==> src/rtl/exclusive_selection_set_core_macros.svh <==
// Assertion macros used by the top RTL file of the selection set core.
// Each macro reports through $error and is empty in synthesis builds.
`ifndef EXCLUSIVE_SELECTION_SET_CORE_MACROS_SVH
`define EXCLUSIVE_SELECTION_SET_CORE_MACROS_SVH

`ifndef SYNTHESIS

// A condition that must hold on every clock edge out of reset.
`define ESS_ASSERT_HOLD(label, cond, msg) \
	label: assert property (@(posedge clk) disable iff (!arst_n) (cond)) else $error(msg);

// When the antecedent holds, the consequent must hold on the same edge.
`define ESS_ASSERT_SAME(label, ante, cons, msg) \
	label: assert property (@(posedge clk) disable iff (!arst_n) (ante) |-> (cons)) \
		else $error(msg);

// When the antecedent holds, the consequent must hold on the next edge.
`define ESS_ASSERT_NEXT(label, ante, cons, msg) \
	label: assert property (@(posedge clk) disable iff (!arst_n) (ante) |=> (cons)) \
		else $error(msg);

`else

`define ESS_ASSERT_HOLD(label, cond, msg)
`define ESS_ASSERT_SAME(label, ante, cons, msg)
`define ESS_ASSERT_NEXT(label, ante, cons, msg)

`endif

`endif

==> src/rtl/ess_pkg.sv <==
package ess_pkg;

	// Sizing of the set.
	localparam int CAPACITY = 256;
	localparam int IDX_W    = (CAPACITY > 1) ? $clog2(CAPACITY) : 1;
	localparam int CNT_W    = $clog2(CAPACITY + 1);
	localparam int ID_W     = 64;
	localparam int MODE_W   = 4;
	localparam int POS_W    = 8;
	localparam int ENT_W    = 9;

	// Grouping of the registered reduction tree.
	localparam int GRP  = 16;
	localparam int NGRP = (CAPACITY + GRP - 1) / GRP;

	localparam logic [CNT_W-1:0] CAP_CNT = CNT_W'(CAPACITY);

	// Request codes.
	localparam logic [MODE_W-1:0] MODE_QUERY   = 4'd0;
	localparam logic [MODE_W-1:0] MODE_ADD     = 4'd1;
	localparam logic [MODE_W-1:0] MODE_REMOVE  = 4'd2;
	localparam logic [MODE_W-1:0] MODE_SELECT  = 4'd3;
	localparam logic [MODE_W-1:0] MODE_CLR_SEL = 4'd4;
	localparam logic [MODE_W-1:0] MODE_NEXT    = 4'd5;
	localparam logic [MODE_W-1:0] MODE_PREV    = 4'd6;
	localparam logic [MODE_W-1:0] MODE_GET_AT  = 4'd7;
	localparam logic [MODE_W-1:0] MODE_CLR_CHG = 4'd8;

	// Broadcast control from the sequencer to every cell.
	typedef struct packed {
		logic             cmp;
		logic             add;
		logic             shift;
		logic [ID_W-1:0]  item_id;
		logic [CNT_W-1:0] cnt;
		logic [CNT_W-1:0] pick_idx;
		logic [IDX_W-1:0] rm_idx;
	} cell_ctl_t;

	// What one cell contributes to the reduction tree.
	typedef struct packed {
		logic             match;
		logic [IDX_W-1:0] midx;
		logic             pick;
		logic [ID_W-1:0]  pid;
	} tap_t;

endpackage

==> src/rtl/ess_cell.sv <==
// One slot of the ID list. It holds one ID, compares it with the request,
// and takes its upper neighbour's ID when the list closes a gap.
module ess_cell import ess_pkg::*; (
	input  logic             clk,
	input  logic             arst_n,
	input  logic [IDX_W-1:0] index,
	input  cell_ctl_t        ctl,
	input  logic [ID_W-1:0]  nbr_id,
	output logic [ID_W-1:0]  id,
	output tap_t             tap
);

	logic [ID_W-1:0] id_q;
	logic            match_q;
	logic            pick_q;
	logic            occupied;

	// A slot is live when it lies below the fill count.
	assign occupied = CNT_W'(index) < ctl.cnt;

	// Stored ID: written by an add at the end of the list, or shifted down.
	always_ff @(posedge clk) begin
		if (ctl.add && (CNT_W'(index) == ctl.cnt)) begin
			id_q <= ctl.item_id;
		end else if (ctl.shift && (index >= ctl.rm_idx)) begin
			id_q <= nbr_id;
		end
	end

	// Match and pick flags are captured in the compare cycle.
	always_ff @(posedge clk or negedge arst_n) begin
		if (!arst_n) begin
			match_q <= 1'b0;
			pick_q  <= 1'b0;
		end else if (ctl.cmp) begin
			match_q <= occupied && (id_q == ctl.item_id);
			pick_q  <= occupied && (CNT_W'(index) == ctl.pick_idx);
		end
	end

	assign id        = id_q;
	assign tap.match = match_q;
	assign tap.midx  = match_q ? index : '0;
	assign tap.pick  = pick_q;
	assign tap.pid   = pick_q ? id_q : '0;

endmodule

==> config.mk <==
export PLATFORM = sky130hd
export DESIGN_NAME = ess_cell
export DESIGN_NICKNAME = d
export VERILOG_FILES = /design/src/rtl/exclusive_selection_set_core_macros.svh /design/src/rtl/ess_pkg.sv /design/src/rtl/ess_cell.sv
export SDC_FILE = /design/constraint.sdc
export NUM_CORES = 1
export LEC_CHECK = 0
export BUFFER_PORTS_ARGS = -buffer_cell sky130_fd_sc_hd__buf_4
export CAP_MARGIN = 20
export CORE_AREA = 3 3 116 118
export DETAILED_ROUTE_END_ITERATION = 8
export DIE_AREA = 0 0 119 121
export GPL_TIMING_DRIVEN = 0
export PLACE_DENSITY = 0.73
export SETUP_SLACK_MARGIN = 0.15
export SLEW_MARGIN = 20
export SYNTH_ARGS = -nofsm -noshare
export SYNTH_HDL_FRONTEND = slang
export SYNTH_SLANG_ARGS = --single-unit
==> constraint.sdc <==
create_clock -name clk -period 1.3 [get_ports clk]
set_input_delay 0.26 -clock clk [delete_from_list [all_inputs] [get_ports clk]]
set_output_delay 0.26 -clock clk [all_outputs]
set_load 0.1 [all_outputs]
==> out/results.txt <==
Synthesized Nets: 561
Seq/Total Area, Yosys: 44.18%
Starting DRT DRC Count: 351
Yosys warning count: 0
max-cap violations: 0
post-synth top area share: 43.06%
Power, Total: 9.746 mW
Pwr Density: 880.2 nW/µm²
leakage: 4.745 nW
GRT Util Overall: 30.25%
# clock sinks: 66
Final ANT Viol Nets: 0
ys async rst share: 3.030%
unrepaired setup endpoints after global routing: yes
period utilization: 143.2%
initial core utilization: 35.51%
placed cell areas: 7706 µm²
die width: 119 µm
DR pass1 iterations: 5
gpl congestion: 0.9200
Peak Freq: 0.5374 GHz
final wirelength: 25650 µm
clock tree buffer depth: 2
post-route setup slack: -0.5610 ns
core area: 12570 µm²
minimum clock period: 1.861 ns
synthesis-to-finish area growth: 148.1%
Worst IR Drop VDD: 0.5883 mV
most instantiated cells after synthesis: 66 x and2_1, 64 x edfxtp_1, 64 x mux2_1
diode count: 0
worst slack at placement: -1.252 ns
detailed placer's ending HPWL: 14320 µm
H-Tree Depth: 3
WP data arrival: 2.10 ns
antenna violations before repair: 0
CP Max Fanout: 3
worst hold path class: in -> reg
final routed DRC violation total: 0
number of synthesized flops with an enable pin: 64
FF+latch count, synth: 66
largest net degree at the start of global routing: 15
Slew Limit Fails: 0
Final Non-Filler Cells: 953
routed via count: 5073
instance count of the mapped netlist: 378
max_slew headroom: 74.18%
Setup violations, final: 237
vias per cell: 5.323
DP Cell Count: 857
mapped cell area: 4463 µm²
global route overflow: 0
ranking of synthesized cells by area: edfxtp_1 43%, mux2_1 16%, xnor2_1 11%
hold depth: 2
Fin. Hold Viols: 0
critical path capture point type: flip-flop
die area: 14400 µm²
I/O pin count: 305
Layout Nets: 961
clk_lat worst skew: 0.34 ns
Top FF cell, synth: edfxtp_1
Yosys cell types: 34
Worst Skew: 0.008455 ns
violated checks: setup timing
DIE HEIGHT: 121 µm
CP Class: reg -> reg
worst-case reg-to-reg path depth: 5
dominant cell by count in the synthesized netlist: and2_1
clock slew at reported path FFs: 0.06 ns
share of cells above drive strength 1: 76.57%
Port Buffers: 304
global-route wire length before repair: 32510 µm
Final Util: 88.09%
status: finished, violations left
Worst-Margin Slew: 0.3873 ns
largest area contributor in the netlist: edfxtp_1
Cell Rows: 41
Avg Inst Size Synth: 11.81 µm²
wire per inst: 26.91 µm
number of global-route vias before repair: 5387
TritonCTS clock tree: yes
critical path required time: 1.54 ns
critical path launch point type: flip-flop
fin area: 11070 µm²
CTS Buf Count: 9
CTS root buffer: clkbuf_16
[metal layers]
layer / GRT usage (%) / routed length, µm / vias up
met2: 55.81 / 13260 / 363
met4: 13.61 / 1271 / 0
met5: 0 / 0 / -
met1: 31.19 / 8800 / 2484
li1: - / - / 2148
met3: 9.604 / 2314 / 78
[cell type report]
class	instances	area [µm²]
clock inverter	5	71.32
multi-input combinational	272	3040
inverter	25	132.6
fill	489	1496
sequential	66	1974
clock buffer	9	225.2
tap	172	215.2
buffer	15	294.0
timing repair buffer	389	5119
[timing repair]
action | CTS | global route
cloned | 12 | 3
endpoints found under the setup margin | 268 | 268
pin swaps | 15 | 16
endpoints found under the hold margin | 2 | 0
buffers inserted | 47 | 19
gates resized for setup | 377 | 135
hold buffers | 1 | 0
[through the flow]
| step | setup TNS (ns) | hold WS, ns |
|---|---|---|
| 2_1_floorplan | -118.48 | -0.03559 |
| 3_3_place_gp | -195.43 | 0.04243 |
| 3_5_place_dp | -154.75 | 0.04548 |
| 4_1_cts | -82.19 | 0.1450 |
| 5_1_grt | -90.25 | 0.1527 |
| 6_report | -80.37 | 0.1649 |
[cells in the final DEF, fill, tap and decap left out, types with 2 or more instances in the layout]
cell         n
ha_4        12
buf_4      177
inv_4        2
nor3_4       2
nor4_4       2
nor4_1       2
dfrtp_2      2
buf_12     135
nand4_1     15
a21oi_1      2
buf_6       56
xnor2_2      3
o22ai_1      3
clkinv_1     3
clkbuf_8     2
a21oi_2      2
inv_12       2
inv_1        8
clkbuf_16   17
nand2b_1     3
nand4b_1     2
nor2_4       6
and2_4      66
mux2_4      64
xor2_1       7
ha_1         4
bufinv_16    2
xnor2_1     54
buf_8       14
a21o_1       6
edfxtp_1    64
a221oi_1     2
buf_16      11
inv_2       11
nand3_4      2
[logic make-up after synthesis]
group,count (synthesis),synth area share (%)
compound gates,23,3.701
xor+xnor,64,12.56
fa+ha+maj,16,4.486
buf+inv,40,4.485
flops,66,44.18
mux,64,16.15
simple gates,105,14.44
[worst max-delay path, cell delays in order (launching register included)]
cell and delay (ns):
edfxtp_1 0.51, xnor2_1 0.25, nand4_1 0.19, nor4_4 0.39, nand4_1 0.15, o32ai_2 0.27
[flip-flops by register name, summed over array words and instances, names as in the netlist]
register,cells
id,64
pick_q,1
match_q,1
[worst paths after layout]
| path | start | endpoint | slack, ns |
|---|---|---|---|
| max | id[36] | match_q | -0.56 |
| min | ctl[92] | match_q | 0.16 |
| max reg2reg | id[36] | match_q | -0.56 |
| min reg2reg | match_q | match_q | 0.69 |
| max in group asynchronous | arst_n | pick_q | 0.94 |
| min in group asynchronous | arst_n | match_q | 0.26 |
[power by group]
part / leakage [nW] / internal (mW) / switching [mW]
registers: 0.621 / 2.60 / 0.306
logic: 3.98 / 1.79 / 2.44
clock network: 0.144 / 1.64 / 0.966
total: 4.74 / 6.04 / 3.71
Power figures use the tool's default switching activity.
